===== config.mk =====
export PLATFORM = sky130hd
export DESIGN_NAME = trimmed_mean_ph_converter_core
export DESIGN_NICKNAME = d
export VERILOG_FILES = /design/src/sv/tpc_pkg.sv /design/src/sv/tpc_front.sv /design/src/sv/tpc_queue.sv /design/src/sv/tpc_back.sv /design/src/sv/trimmed_mean_ph_converter_core.sv
export VERILOG_INCLUDE_DIRS = /design/src /design/src/sv
export SDC_FILE = /design/constraint.sdc
export NUM_CORES = 1
export LEC_CHECK = 0
export BUFFER_PORTS_ARGS = -buffer_cell sky130_fd_sc_hd__buf_2
export CAP_MARGIN = 20
export CORE_MARGIN = 2
export CORE_UTILIZATION = 45
export CTS_CLUSTER_SIZE = 20
export DETAILED_ROUTE_END_ITERATION = 7
export PLACE_DENSITY = 0.57
export REMOVE_ABC_BUFFERS = 1
export SKIP_LAST_GASP = 1
export SYNTH_ARGS = -nofsm -noshare
export SYNTH_HDL_FRONTEND = slang
export SYNTH_SLANG_ARGS = --single-unit

===== constraint.sdc =====
create_clock -name clock -period 27.9 [get_ports clock]
set_input_delay 2.79 -clock clock [delete_from_list [all_inputs] [get_ports clock]]
set_output_delay 2.79 -clock clock [all_outputs]
set_load 0.005 [all_outputs]

===== src/sv/assert_macros.svh =====
// Assertion macros shared by the RTL modules of the trimmed-mean pH converter.
`ifndef ASSERT_MACROS_SVH
`define ASSERT_MACROS_SVH

// Property that must hold at every clock edge outside reset.
`define ASSERT_ALWAYS(label, clk, rst, expr, msg) \
   label: assert property (@(posedge clk) disable iff (rst) (expr)) else $error(msg);

// Consequent must hold in the same cycle as the antecedent.
`define ASSERT_IMPLY(label, clk, rst, ante, cons, msg) \
   label: assert property (@(posedge clk) disable iff (rst) (ante) |-> (cons)) else $error(msg);

// Consequent must hold in the cycle after the antecedent.
`define ASSERT_NEXT(label, clk, rst, ante, cons, msg) \
   label: assert property (@(posedge clk) disable iff (rst) (ante) |=> (cons)) else $error(msg);

`endif


===== src/sv/tpc_pkg.sv =====
// Package with the constants, types and register codes of the trimmed-mean pH converter.
package tpc_pkg;

   localparam int BATCH_SIZE    = 10;
   localparam int TRIM_EACH_END = 2;
   localparam int SAMPLE_BITS   = 10;

   localparam bit HAS_MIDDLE = (2 * TRIM_EACH_END < BATCH_SIZE);
   localparam int MIDDLE     = HAS_MIDDLE ? (BATCH_SIZE - 2 * TRIM_EACH_END) : 1;
   localparam int MID_LOG    = $clog2(MIDDLE);
   localparam int CNT_W      = $clog2(BATCH_SIZE);

   localparam int OFFSET_W    = 14;
   localparam int SLOPE_W     = 12;
   localparam int CSR_DATA_W  = 14;
   localparam int CSR_INDEX_W = 2;
   localparam int PH_W        = 15;
   localparam int TSUM_W      = 13;

   localparam int SUM_W = SAMPLE_BITS + MID_LOG;
   localparam int MUL_W = SLOPE_W + SUM_W;
   localparam int P_W   = MUL_W + 4;
   localparam int X_W   = P_W - SAMPLE_BITS;

   localparam longint unsigned HALF_DIV = (longint'(MIDDLE) << SAMPLE_BITS) / 2;
   localparam int RECIP_SHIFT = X_W + MID_LOG;
   localparam longint unsigned RECIP =
      ((longint'(1) << RECIP_SHIFT) + longint'(MIDDLE) - 1) / longint'(MIDDLE);
   localparam int RECIP_W = X_W + 1;
   localparam int PROD_W  = X_W + RECIP_W;
   localparam int Q_W     = X_W;
   localparam int PHC_W   = ((Q_W > OFFSET_W) ? Q_W : OFFSET_W) + 2;

   localparam int PH_MIN = -(2 ** (PH_W - 1));
   localparam int PH_MAX = (2 ** (PH_W - 1)) - 1;

   localparam logic [OFFSET_W-1:0] OFFSET_RESET = OFFSET_W'(6042);
   localparam logic [SLOPE_W-1:0]  SLOPE_RESET  = SLOPE_W'(1459);

   localparam int QUEUE_DEPTH = 2;
   localparam int QPTR_W      = $clog2(QUEUE_DEPTH);
   localparam int QCNT_W      = $clog2(QUEUE_DEPTH + 1);

   typedef enum logic [CSR_INDEX_W-1:0] {
      REG_PH_OFFSET = 2'd0,
      REG_PH_SLOPE  = 2'd1
   } tpc_reg_type;

   typedef logic [SAMPLE_BITS-1:0] tpc_sample_type;
   typedef tpc_sample_type [MIDDLE-1:0] tpc_batch_type;

   typedef struct packed {
      logic [OFFSET_W-1:0] ph_offset;
      logic [SLOPE_W-1:0]  ph_slope;
   } tpc_cfg_type;

endpackage


===== src/sv/tpc_front.sv =====
// Front end: insertion chain that keeps the current batch sorted and hands over its middle.
`include "assert_macros.svh"

module tpc_front (
   input  logic                    clock,
   input  logic                    reset,
   input  logic                    accept,
   input  tpc_pkg::tpc_sample_type sample,
   output logic                    push,
   output tpc_pkg::tpc_batch_type  batch
);
   import tpc_pkg::*;

   tpc_sample_type         cell_ff [BATCH_SIZE];
   tpc_sample_type         cell_in [BATCH_SIZE];
   tpc_sample_type         cell_prev [BATCH_SIZE];
   logic [BATCH_SIZE-1:0]  gt;
   logic [BATCH_SIZE-1:0]  gt_prev;
   logic [CNT_W-1:0]       count_ff;
   logic [CNT_W-1:0]       count_in;
   logic                   last;

   always_comb begin
      for (int i = 0; i < BATCH_SIZE; i++) begin
         gt[i] = (CNT_W'(i) < count_ff) && (cell_ff[i] > sample);
      end
      gt_prev      = {gt[BATCH_SIZE-2:0], 1'b0};
      cell_prev[0] = sample;
      for (int i = 1; i < BATCH_SIZE; i++) begin
         cell_prev[i] = cell_ff[i-1];
      end
      for (int i = 0; i < BATCH_SIZE; i++) begin
         if ((CNT_W'(i) < count_ff) && !gt[i]) begin
            cell_in[i] = cell_ff[i];
         end else if (gt_prev[i]) begin
            cell_in[i] = cell_prev[i];
         end else if (CNT_W'(i) <= count_ff) begin
            cell_in[i] = sample;
         end else begin
            cell_in[i] = cell_ff[i];
         end
      end
   end

   assign last = (count_ff == CNT_W'(BATCH_SIZE - 1));
   assign push = accept && last;

   always_comb begin
      count_in = count_ff;
      if (accept) begin
         count_in = last ? '0 : count_ff + CNT_W'(1);
      end
   end

   always_ff @(posedge clock) begin
      if (accept) begin
         for (int i = 0; i < BATCH_SIZE; i++) begin
            cell_ff[i] <= cell_in[i];
         end
      end
   end

   always_ff @(posedge clock) begin
      if (reset) begin
         count_ff <= '0;
      end else begin
         count_ff <= count_in;
      end
   end

   if (HAS_MIDDLE) begin : g_mid
      always_comb begin
         for (int j = 0; j < MIDDLE; j++) begin
            batch[j] = cell_in[TRIM_EACH_END + j];
         end
      end
   end else begin : g_none
      assign batch = '0;
   end

   `ASSERT_ALWAYS(a_count_range, clock, reset, count_ff < CNT_W'(BATCH_SIZE), "batch count out of range")

endmodule


===== src/sv/tpc_queue.sv =====
// Short queue of completed batches between the sorting front end and the arithmetic back end.
`include "assert_macros.svh"

module tpc_queue (
   input  logic                   clock,
   input  logic                   reset,
   input  logic                   push,
   input  tpc_pkg::tpc_batch_type wdata,
   output logic                   full,
   output logic                   out_valid,
   output tpc_pkg::tpc_batch_type out_data
);
   import tpc_pkg::*;

   tpc_batch_type       mem_ff [QUEUE_DEPTH];
   tpc_batch_type       out_data_ff;
   logic                out_valid_ff;
   logic [QPTR_W-1:0]   wptr_ff;
   logic [QPTR_W-1:0]   wptr_in;
   logic [QPTR_W-1:0]   rptr_ff;
   logic [QPTR_W-1:0]   rptr_in;
   logic [QCNT_W-1:0]   count_ff;
   logic [QCNT_W-1:0]   count_in;
   logic                pop;

   assign pop  = (count_ff != '0);
   assign full = (count_ff == QCNT_W'(QUEUE_DEPTH));

   always_comb begin
      wptr_in  = wptr_ff;
      rptr_in  = rptr_ff;
      count_in = count_ff;
      if (push) begin
         wptr_in = (wptr_ff == QPTR_W'(QUEUE_DEPTH - 1)) ? '0 : wptr_ff + QPTR_W'(1);
      end
      if (pop) begin
         rptr_in = (rptr_ff == QPTR_W'(QUEUE_DEPTH - 1)) ? '0 : rptr_ff + QPTR_W'(1);
      end
      if (push && !pop) begin
         count_in = count_ff + QCNT_W'(1);
      end else if (pop && !push) begin
         count_in = count_ff - QCNT_W'(1);
      end
   end

   always_ff @(posedge clock) begin
      if (push) begin
         mem_ff[wptr_ff] <= wdata;
      end
      out_data_ff <= mem_ff[rptr_ff];
   end

   always_ff @(posedge clock) begin
      if (reset) begin
         wptr_ff      <= '0;
         rptr_ff      <= '0;
         count_ff     <= '0;
         out_valid_ff <= 1'b0;
      end else begin
         wptr_ff      <= wptr_in;
         rptr_ff      <= rptr_in;
         count_ff     <= count_in;
         out_valid_ff <= pop;
      end
   end

   assign out_valid = out_valid_ff;
   assign out_data  = out_data_ff;

   `ASSERT_IMPLY(a_no_overflow, clock, reset, push, !full || pop, "batch pushed into a full queue")
   `ASSERT_ALWAYS(a_count_bound, clock, reset, count_ff <= QCNT_W'(QUEUE_DEPTH), "queue count too large")

endmodule


===== src/sv/tpc_back.sv =====
// Back end: sums the middle samples and converts the sum to a saturated signed Q7.8 pH value.
`include "assert_macros.svh"

module tpc_back (
   input  logic                   clock,
   input  logic                   reset,
   input  logic                   in_valid,
   input  tpc_pkg::tpc_batch_type batch,
   input  tpc_pkg::tpc_cfg_type   cfg,
   output logic                   strobe,
   output logic signed [tpc_pkg::PH_W-1:0] ph_value,
   output logic [tpc_pkg::TSUM_W-1:0]      trimmed_sum,
   output logic                   saturated
);
   import tpc_pkg::*;

   logic                      v0_ff, v1_ff, v2_ff, v3_ff, strobe_ff;
   logic [SUM_W-1:0]          sum_in;
   logic [SUM_W-1:0]          sum_ff;
   logic [MUL_W-1:0]          mul_ff;
   logic [P_W-1:0]            p_in;
   logic [X_W-1:0]            x_ff;
   logic [PROD_W-1:0]         prod_ff;
   logic [TSUM_W-1:0]         ts1_ff, ts2_ff, ts3_ff, ts_out_ff;
   logic [Q_W-1:0]            q;
   logic signed [PHC_W-1:0]   ph_c;
   logic signed [PH_W-1:0]    ph_in;
   logic                      sat_in;
   logic signed [PH_W-1:0]    ph_out_ff;
   logic                      sat_out_ff;

   always_comb begin
      sum_in = '0;
      for (int j = 0; j < MIDDLE; j++) begin
         sum_in = sum_in + SUM_W'(batch[j]);
      end
   end

   assign p_in = (P_W'(mul_ff) << 2) + P_W'(mul_ff) + P_W'(HALF_DIV);
   assign q    = Q_W'(prod_ff >> RECIP_SHIFT);

   always_comb begin
      ph_c   = $signed(PHC_W'(cfg.ph_offset)) - $signed(PHC_W'(q));
      ph_in  = PH_W'(ph_c);
      sat_in = 1'b0;
      if (ph_c < PHC_W'(PH_MIN)) begin
         ph_in  = PH_W'(PH_MIN);
         sat_in = 1'b1;
      end else if (ph_c > PHC_W'(PH_MAX)) begin
         ph_in  = PH_W'(PH_MAX);
         sat_in = 1'b1;
      end
   end

   always_ff @(posedge clock) begin
      sum_ff     <= sum_in;
      mul_ff     <= MUL_W'(cfg.ph_slope) * MUL_W'(sum_ff);
      ts1_ff     <= TSUM_W'(sum_ff);
      x_ff       <= X_W'(p_in >> SAMPLE_BITS);
      ts2_ff     <= ts1_ff;
      prod_ff    <= PROD_W'(x_ff) * PROD_W'(RECIP_W'(RECIP));
      ts3_ff     <= ts2_ff;
      ph_out_ff  <= ph_in;
      sat_out_ff <= sat_in;
      ts_out_ff  <= ts3_ff;
   end

   always_ff @(posedge clock) begin
      if (reset) begin
         v0_ff     <= 1'b0;
         v1_ff     <= 1'b0;
         v2_ff     <= 1'b0;
         v3_ff     <= 1'b0;
         strobe_ff <= 1'b0;
      end else begin
         v0_ff     <= in_valid;
         v1_ff     <= v0_ff;
         v2_ff     <= v1_ff;
         v3_ff     <= v2_ff;
         strobe_ff <= v3_ff;
      end
   end

   assign strobe      = strobe_ff;
   assign ph_value    = ph_out_ff;
   assign trimmed_sum = ts_out_ff;
   assign saturated   = sat_out_ff;

   `ASSERT_NEXT(a_pipe_flow, clock, reset, v3_ff, strobe_ff, "result lost in the back end")
   `ASSERT_IMPLY(a_sat_value, clock, reset, strobe_ff && sat_out_ff, ph_out_ff == PH_W'(PH_MIN) || ph_out_ff == PH_W'(PH_MAX), "saturated flag without a clipped value")

endmodule


===== src/sv/trimmed_mean_ph_converter_core.sv =====
// Top level of the trimmed-mean pH converter: registers, front end, batch queue and back end.
//
// One sample is taken in every clock cycle in which start is high and busy is low; the
// insertion chain places it into sorted order in that same cycle, so the block sustains
// one item per cycle while busy stays low. Every tenth item completes a batch; the batch
// then passes through the batch queue read and the five arithmetic stages (sum, slope
// multiply, scale and round, divide by six, offset subtraction with saturation), after
// which rsp_strobe is high for one cycle with the pH value, the sum of the six middle
// samples and the saturation flag. The receiver cannot stall, so results are never
// held back. A register write on the csr_ port affects every batch that has not yet reached
// the stage that uses that register; write them only while no batch is in flight. Writes
// to an index beyond ph_slope are ignored.
`include "assert_macros.svh"

module trimmed_mean_ph_converter_core (
   input  logic                              clock,
   input  logic                              reset,
   input  logic                              start,
   output logic                              busy,
   input  logic [tpc_pkg::SAMPLE_BITS-1:0]   req_sample,
   output logic                              rsp_strobe,
   output logic signed [tpc_pkg::PH_W-1:0]   rsp_ph_value,
   output logic [tpc_pkg::TSUM_W-1:0]        rsp_trimmed_sum,
   output logic                              rsp_saturated,
   input  logic                              csr_write_enable,
   input  logic [tpc_pkg::CSR_INDEX_W-1:0]   csr_index,
   input  logic [tpc_pkg::CSR_DATA_W-1:0]    csr_write_data
);
   import tpc_pkg::*;

   tpc_cfg_type    cfg_ff;
   tpc_cfg_type    cfg_in;
   logic           accept;
   logic           push;
   logic           full;
   logic           q_valid;
   tpc_batch_type  front_batch;
   tpc_batch_type  q_batch;

   always_comb begin
      cfg_in = cfg_ff;
      if (csr_write_enable) begin
         case (csr_index)
            REG_PH_OFFSET: cfg_in.ph_offset = OFFSET_W'(csr_write_data);
            REG_PH_SLOPE:  cfg_in.ph_slope  = SLOPE_W'(csr_write_data);
            default:       cfg_in = cfg_ff;
         endcase
      end
   end

   always_ff @(posedge clock) begin
      if (reset) begin
         cfg_ff.ph_offset <= OFFSET_RESET;
         cfg_ff.ph_slope  <= SLOPE_RESET;
      end else begin
         cfg_ff <= cfg_in;
      end
   end

   assign busy   = full;
   assign accept = start && !busy;

   tpc_front u_front (
      .clock  (clock),
      .reset  (reset),
      .accept (accept),
      .sample (req_sample),
      .push   (push),
      .batch  (front_batch)
   );

   tpc_queue u_queue (
      .clock     (clock),
      .reset     (reset),
      .push      (push),
      .wdata     (front_batch),
      .full      (full),
      .out_valid (q_valid),
      .out_data  (q_batch)
   );

   tpc_back u_back (
      .clock       (clock),
      .reset       (reset),
      .in_valid    (q_valid),
      .batch       (q_batch),
      .cfg         (cfg_ff),
      .strobe      (rsp_strobe),
      .ph_value    (rsp_ph_value),
      .trimmed_sum (rsp_trimmed_sum),
      .saturated   (rsp_saturated)
   );

endmodule

==> flow_metrics.py, run 1 <==
metrics = {
    "run_status": {
        "status": "completed",
    },
    "die": {
        "die_h_um": 258,
        "start_util_pct": 45.2,
        "dieArea_mm2": 0.0665,
        "pin_count": 61,
        "core_mm2": 0.0641,
        "die_x_um": 258,
        "rows": 93,
    },
    "grt": {
        "grt_usage_pct": 20.4,
        "grt_max_degree": 66,
        "grt_pass1_wl_um": 107000,
        "grt-ovfl-total": 0,
        "grt_pass1_vias": 19700,
        "antenna_found_initial": 0,
    },
    "sta": {
        "slew_violations": 0,
        "final_hold_viol_count": 0,
        "max_slew_margin_pct": 21.2,
        "worst_slew_pin_slew_ns": 1.18,
        "setup_viol": 0,
        "clock_skew_ns": 0.0178,
        "setup-tns-final_ns": 0,
        "max_freq_ghz": 0.158,
        "period_needed_ns": 6.33,
        "finalCritPeriodShare_pct": 22.7,
        "rsz0062_at_grt": "false",
    },
    "clock_network": {
        "hold_buffers": 0,
        "cts.sinks": 442,
        "cts_tree": "built",
        "max-clock-path-buffers": 3,
        "numCtsBuffers": 51,
        "clk_latency_ns": 0.62,
        "cts_root_buf": "clkbuf_16",
        "clk_pin_slew_ns": 0.06,
        "htreeDepth": 2,
        "cts_setup_buffers": 0,
        "cts_resized": 0,
    },
    "critical_path": {
        "cpPeakStageDelay_ns": 0.61,
        "regToRegSetupSlack_ns": 21.57,
        "cp-end-kind": "flop",
        "crit_family": "adder cells",
        "crit_buf_inv": 4,
        "critPathMaxFanout": 5,
        "r2r_end": "u_back.prod_ff[37]",
        "start_kind": "flop",
        "timing.rr.start": "u_back.x_ff[15]",
        "critPathRequiredTime_ns": 28.43,
        "cp_common_cell": "fa_1",
        "crit_chain": "ha_1 -> fa_1 -> inv_1 -> fa_1 -> inv_1 -> fa_1 -> inv_1 -> fa_1 -> fa_1 -> inv_1 -> ha_1 -> a21o_1 -> a21o_1 -> a21o_1 -> a221o_1 -> a21oi_2 -> a211oi_1 -> a21o_1 -> a211o_1 -> a21oi_1 -> xnor2_1",
        "cpMaxStageDelayCell": "fa_1",
        "reg2regPathDepth": 21,
        "crit_type": "reg -> reg",
        "worstPathArrival_ns": 6.87,
    },
    "cells_and_area": {
        "layout-drive-gt1-share_pct": 8.65,
        "seq_area_mm2": 0.0109,
        "fillers": 5800,
        "nets": 3347,
        "final_cell_mix": "457 x inv_1, 339 x ha_1, 245 x fa_1",
        "synthToLayoutAreaGrowth_pct": 10.3,
        "mostFrequentLayoutCell": "inv_1",
        "multiInputGateArea_mm2": 0.0162,
        "diodes": 0,
    },
    "yosys": {
        "syn_area_per_cell_um2": 10.9,
        "synthArstFlopShare_pct": 0,
        "synth_cells": 2669,
        "synth-main-ff-cell": "dfxtp_1",
        "synth-edff-count": 200,
        "yosysTopAreaCell": "edfxtp_1",
        "yosys_warnings": 0,
        "synth_cell_types": 77,
        "yosysSeqAreaShare_pct": 37.4,
        "synth_area_leaders": "edfxtp_1 21%, fa_1 17%, dfxtp_1 17%, ha_1 15%, inv_1 5.9%",
        "synth_top_area_share_pct": 20.7,
        "syn_area_mm2": 0.0290,
        "yosys_register_bits": 442,
    },
    "route": {
        "drc_errors": 0,
        "drt_iter0_drc": 914,
        "drtAntennaViolNets": 0,
        "dr_total_vias": 18700,
        "drt_pass1_iterations": 7,
        "wirelength_um": 66100,
        "via_per_inst": 5.16,
        "routedWlPerCell_um": 18.2,
    },
    "hold_path": {
        "min_to": "u_back.trimmed_sum[10]",
        "whs_path_depth": 0,
        "hp-class": "reg -> reg",
        "min_from": "u_back.ts3_ff[10]",
    },
    "placement": {
        "gp_congestion": 0.855,
        "dp_hpwl_um": 51300,
        "io_buffers": 60,
    },
    "flow_run": {
        "maxCapViolCount": 0,
    },
}
==> flip-flops by register name, summed over array words and instances, names as in the netlist, 2 cells and up <==
name / count
cfg_ff: 26
u_front.cell_ff: 80
u_back.trimmed_sum: 13
u_back.mul_ff: 25
u_back.prod_ff: 17
u_front.count_ff: 4
u_queue.mem_ff: 120
u_back.x_ff: 19
u_back.ts2_ff: 13
u_queue.count_ff: 2
u_back.ts3_ff: 13
u_queue.out_data: 60
u_back.ph_value: 15
u_back.sum_ff: 13
u_back.ts1_ff: 13
==> worst max-delay path by stage <==
stage / startpoint / end / cells past startpoint
6_report: u_back.x_ff[15] / u_back.prod_ff[37] / 21
5_1_grt: u_back.x_ff[15] / u_back.prod_ff[38] / 21
4_1_cts: u_back.x_ff[15] / u_back.prod_ff[38] / 21
3_5_place_dp: req_sample[1] / u_queue.mem_ff[0][14] / 14
3_3_place_gp: req_sample[1] / u_queue.mem_ff[0][14] / 14
2_1_floorplan: start / u_queue.mem_ff[0][0] / 4
==> metal layers <==
layer | up-vias | share of wire, % | global-route usage (%)
li1 | 9054 | - | -
met1 | 9258 | 43 | 25.7
met2 | 330 | 51 | 36.6
met3 | 102 | 3.4 | 2.56
met4 | 0 | 2.7 | 6.39
met5 | - | 0 | 0
==> synthesized netlist by cell type (6+ instances only) <==
cell       number
a211o_1        11
a211oi_1        8
a21o_1         45
a21oi_1       108
a2bb2oi_1       9
a31oi_1         7
and2_1         58
and3_1          6
clkbuf_1       57
dfxtp_1       242
edfxtp_1      200
fa_1          245
ha_1          339
inv_1         458
mux2_2         61
mux2i_1        27
nand2_1       209
nand2b_1       16
nand3_1        25
nand3b_1        9
nand4_1        20
nor2_1        109
nor2b_1        32
nor3_1         28
o211ai_1        9
o21a_1         20
o21ai_0        68
o21ai_1         6
o21bai_1        7
o22a_1         20
o22ai_1        32
xnor2_1        52
xor2_1         41
==> cell families after synthesis <==
| logic type | after synthesis | synth area share, % |
|---|---|---|
| compound gates | 397 | 9.02 |
| xor+xnor | 93 | 2.81 |
| fa+ha+maj | 586 | 31.6 |
| buf+inv | 520 | 6.77 |
| flops | 442 | 37.4 |
| mux | 88 | 3.30 |
| other cells | 1 | 0.0129 |
| simple gates | 542 | 9.08 |
==> cell type report <==
cell class	instances	area share, %
sequential	442	33.9
clock inverter	35	1.24
tap	855	3.34
multi-input combinational	1707	50.7
timing repair buffer	73	1.24
clock buffer	61	4.23
inverter	458	5.37
==> metrics by stage <==
step           utilization [%]  cells  setup slack (ns)  area [um2]  hold WS [ns]
6_report                  49.9   3631             21.57       32000         0.316
5_1_grt                   49.9   3631             21.20       32000         0.331
4_1_cts                   49.9   3631             21.51       32000         0.318
3_5_place_dp              47.2   3535             21.24       30300         0.312
3_3_place_gp              47.2   3533             21.26       30200         0.313
2_1_floorplan                -   2607             17.10       28800         0.310
Power of run 1 is not shown: default switching activity piles up to over one toggle a cycle in this logic, so the estimate is an artifact.
==> run 2, diff against run 1 <==
==> constraint.sdc (replaced) <==
create_clock -name clock -period 6.05 [get_ports clock]
set_input_delay 0.605 -clock clock [delete_from_list [all_inputs] [get_ports clock]]
set_output_delay 0.605 -clock clock [all_outputs]
set_load 0.005 [all_outputs]
==> flow_metrics.py, run 2 (synthesis results as in run 1) <==
metrics = {
    "cells_and_area": {
        "regMostFlops": "u_queue.mem_ff",
        "diodes": 0,
        "layout-drive-gt1-share_pct": 10.6,
        "final_cell_mix": "454 x inv_1, 335 x ha_1, 241 x fa_1",
        "nets": 3391,
        "synthToLayoutAreaGrowth_pct": 11.4,
        "seq_area_mm2": 0.0109,
        "mostFrequentLayoutCell": "inv_1",
        "multiInputGateArea_mm2": 0.0163,
        "largest_reg_flops": 120,
        "stdcell_count": 3671,
        "fillers": 5684,
    },
    "clock_network": {
        "numCtsBuffers": 49,
        "hold_buffers": 0,
        "max-clock-path-buffers": 3,
        "cts_tree": "built",
        "cts.sinks": 442,
        "cts_root_buf": "clkbuf_16",
        "htreeDepth": 2,
        "clk_pin_slew_ns": 0.06,
        "clk_latency_ns": 0.60,
    },
    "critical_path": {
        "critPathMaxFanout": 4,
        "cp-end-kind": "flop",
        "crit_type": "reg -> reg",
        "worstPathArrival_ns": 6.42,
        "critPathRequiredTime_ns": 6.52,
        "regToRegSetupSlack_ns": 0.11,
        "start_kind": "flop",
    },
    "grt": {
        "antenna_found_initial": 0,
        "grt_pass1_wl_um": 103000,
        "grt_pass1_vias": 19700,
        "grt-ovfl-total": 0,
        "grt_max_degree": 65,
        "grt_usage_pct": 19.4,
    },
    "die": {
        "pin_count": 61,
        "start_util_pct": 45.2,
        "dieArea_mm2": 0.0665,
        "rows": 93,
        "core_mm2": 0.0641,
        "die_h_um": 258,
        "die_x_um": 258,
    },
    "sta": {
        "setup_viol": 0,
        "period_needed_ns": 5.94,
        "whs_ns": 0.226,
        "clock_skew_ns": 0.0120,
        "max_slew_margin_pct": 22.7,
        "max_freq_ghz": 0.168,
        "finalCritPeriodShare_pct": 98.2,
        "rsz0062_at_grt": "true",
        "worst_slew_pin_slew_ns": 1.16,
        "slew_violations": 0,
        "final_hold_viol_count": 0,
    },
    "route": {
        "via_per_inst": 5.11,
        "drt_pass1_iterations": 7,
        "drc_errors": 0,
        "routedWlPerCell_um": 17.3,
        "wirelength_um": 63600,
        "drtAntennaViolNets": 0,
        "dr_total_vias": 18800,
        "drt_iter0_drc": 829,
    },
    "placement": {
        "io_buffers": 60,
        "dpl.cell_count": 3574,
        "dp_hpwl_um": 49600,
        "gp_congestion": 0.841,
    },
    "hold_path": {
        "hp-class": "in -> reg",
    },
    "run_status": {
        "status": "completed",
    },
    "flow_run": {
        "maxCapViolCount": 0,
    },
}
run 2: changes by cell type in the layout (fill, tap and decap cells not counted), sizes merged:
| cell | previous run | this run |
|---|---|---|
| buf | 73 | 119 |
| bufinv | 7 | 6 |
| clkbuf | 61 | 65 |
| clkinv | 24 | 18 |
| clkinvlp | 1 | 0 |
| inv | 461 | 459 |
run 2: critical path: stages, from the launching register on:
cell	delay, ns
dfxtp_1	0.32
ha_1	0.32
inv_2	0.10
fa_2	0.47
fa_2	0.63
inv_2	0.07
fa_1	0.46
fa_1	0.56
inv_1	0.06
fa_1	0.52
inv_1	0.04
ha_1	0.28
o21a_1	0.14
a211o_1	0.34
a221o_1	0.34
a21oi_2	0.17
a211oi_2	0.11
a21o_1	0.22
a21o_1	0.22
o41ai_2	0.33
xnor2_1	0.11
run 2: layer usage:
metal	part of all wire (%)	track usage [%]	vias to the layer above
li1	-	-	9133
met1	43	24.3	9202
met2	50	34.9	335
met3	3.4	2.35	104
met4	3.0	6.29	0
met5	0	0	-
run 2: path summary, 6_finish.rpt:
check,depth (start not counted),endpoint,startpoint
setup / recovery,20,u_back.prod_ff[38],u_back.x_ff[6]
hold / removal,2,cfg_ff[24],csr_write_data[12]
setup reg to reg,20,u_back.prod_ff[38],u_back.x_ff[6]
hold reg to reg,0,u_back.ts3_ff[12],u_back.ts2_ff[12]
run 2: final cells by class:
class	count	share of cell area (%)
clock buffers	65	4.17
flip-flops and latches	442	33.6
multi-input cells	1707	50.3
clock inverters	25	0.968
repair buffers	119	2.30
inverters	458	5.32
well taps	855	3.31
run 2: repair_timing:
action / CTS / global route
gates resized for setup: 0 / 18
setup endpoints to repair: 2 / 9
gates cloned: 0 / 0
buffers inserted: 1 / 6
pin swaps: 0 / 18
run 2: per-stage QoR:
step	util, %	cell area [um2]	worst slack (ns)	setup TNS [ns]
floorplan	-	28800	-2.57	-154.06
global placement	47.6	30500	0.0150	0
detailed placement	47.6	30500	-0.0193	-0.0278
CTS	50.2	32200	0.0463	0
global route	50.4	32300	-0.0740	-0.0740
finish	50.4	32300	0.106	0
Power of run 2 is left out for the same reason.
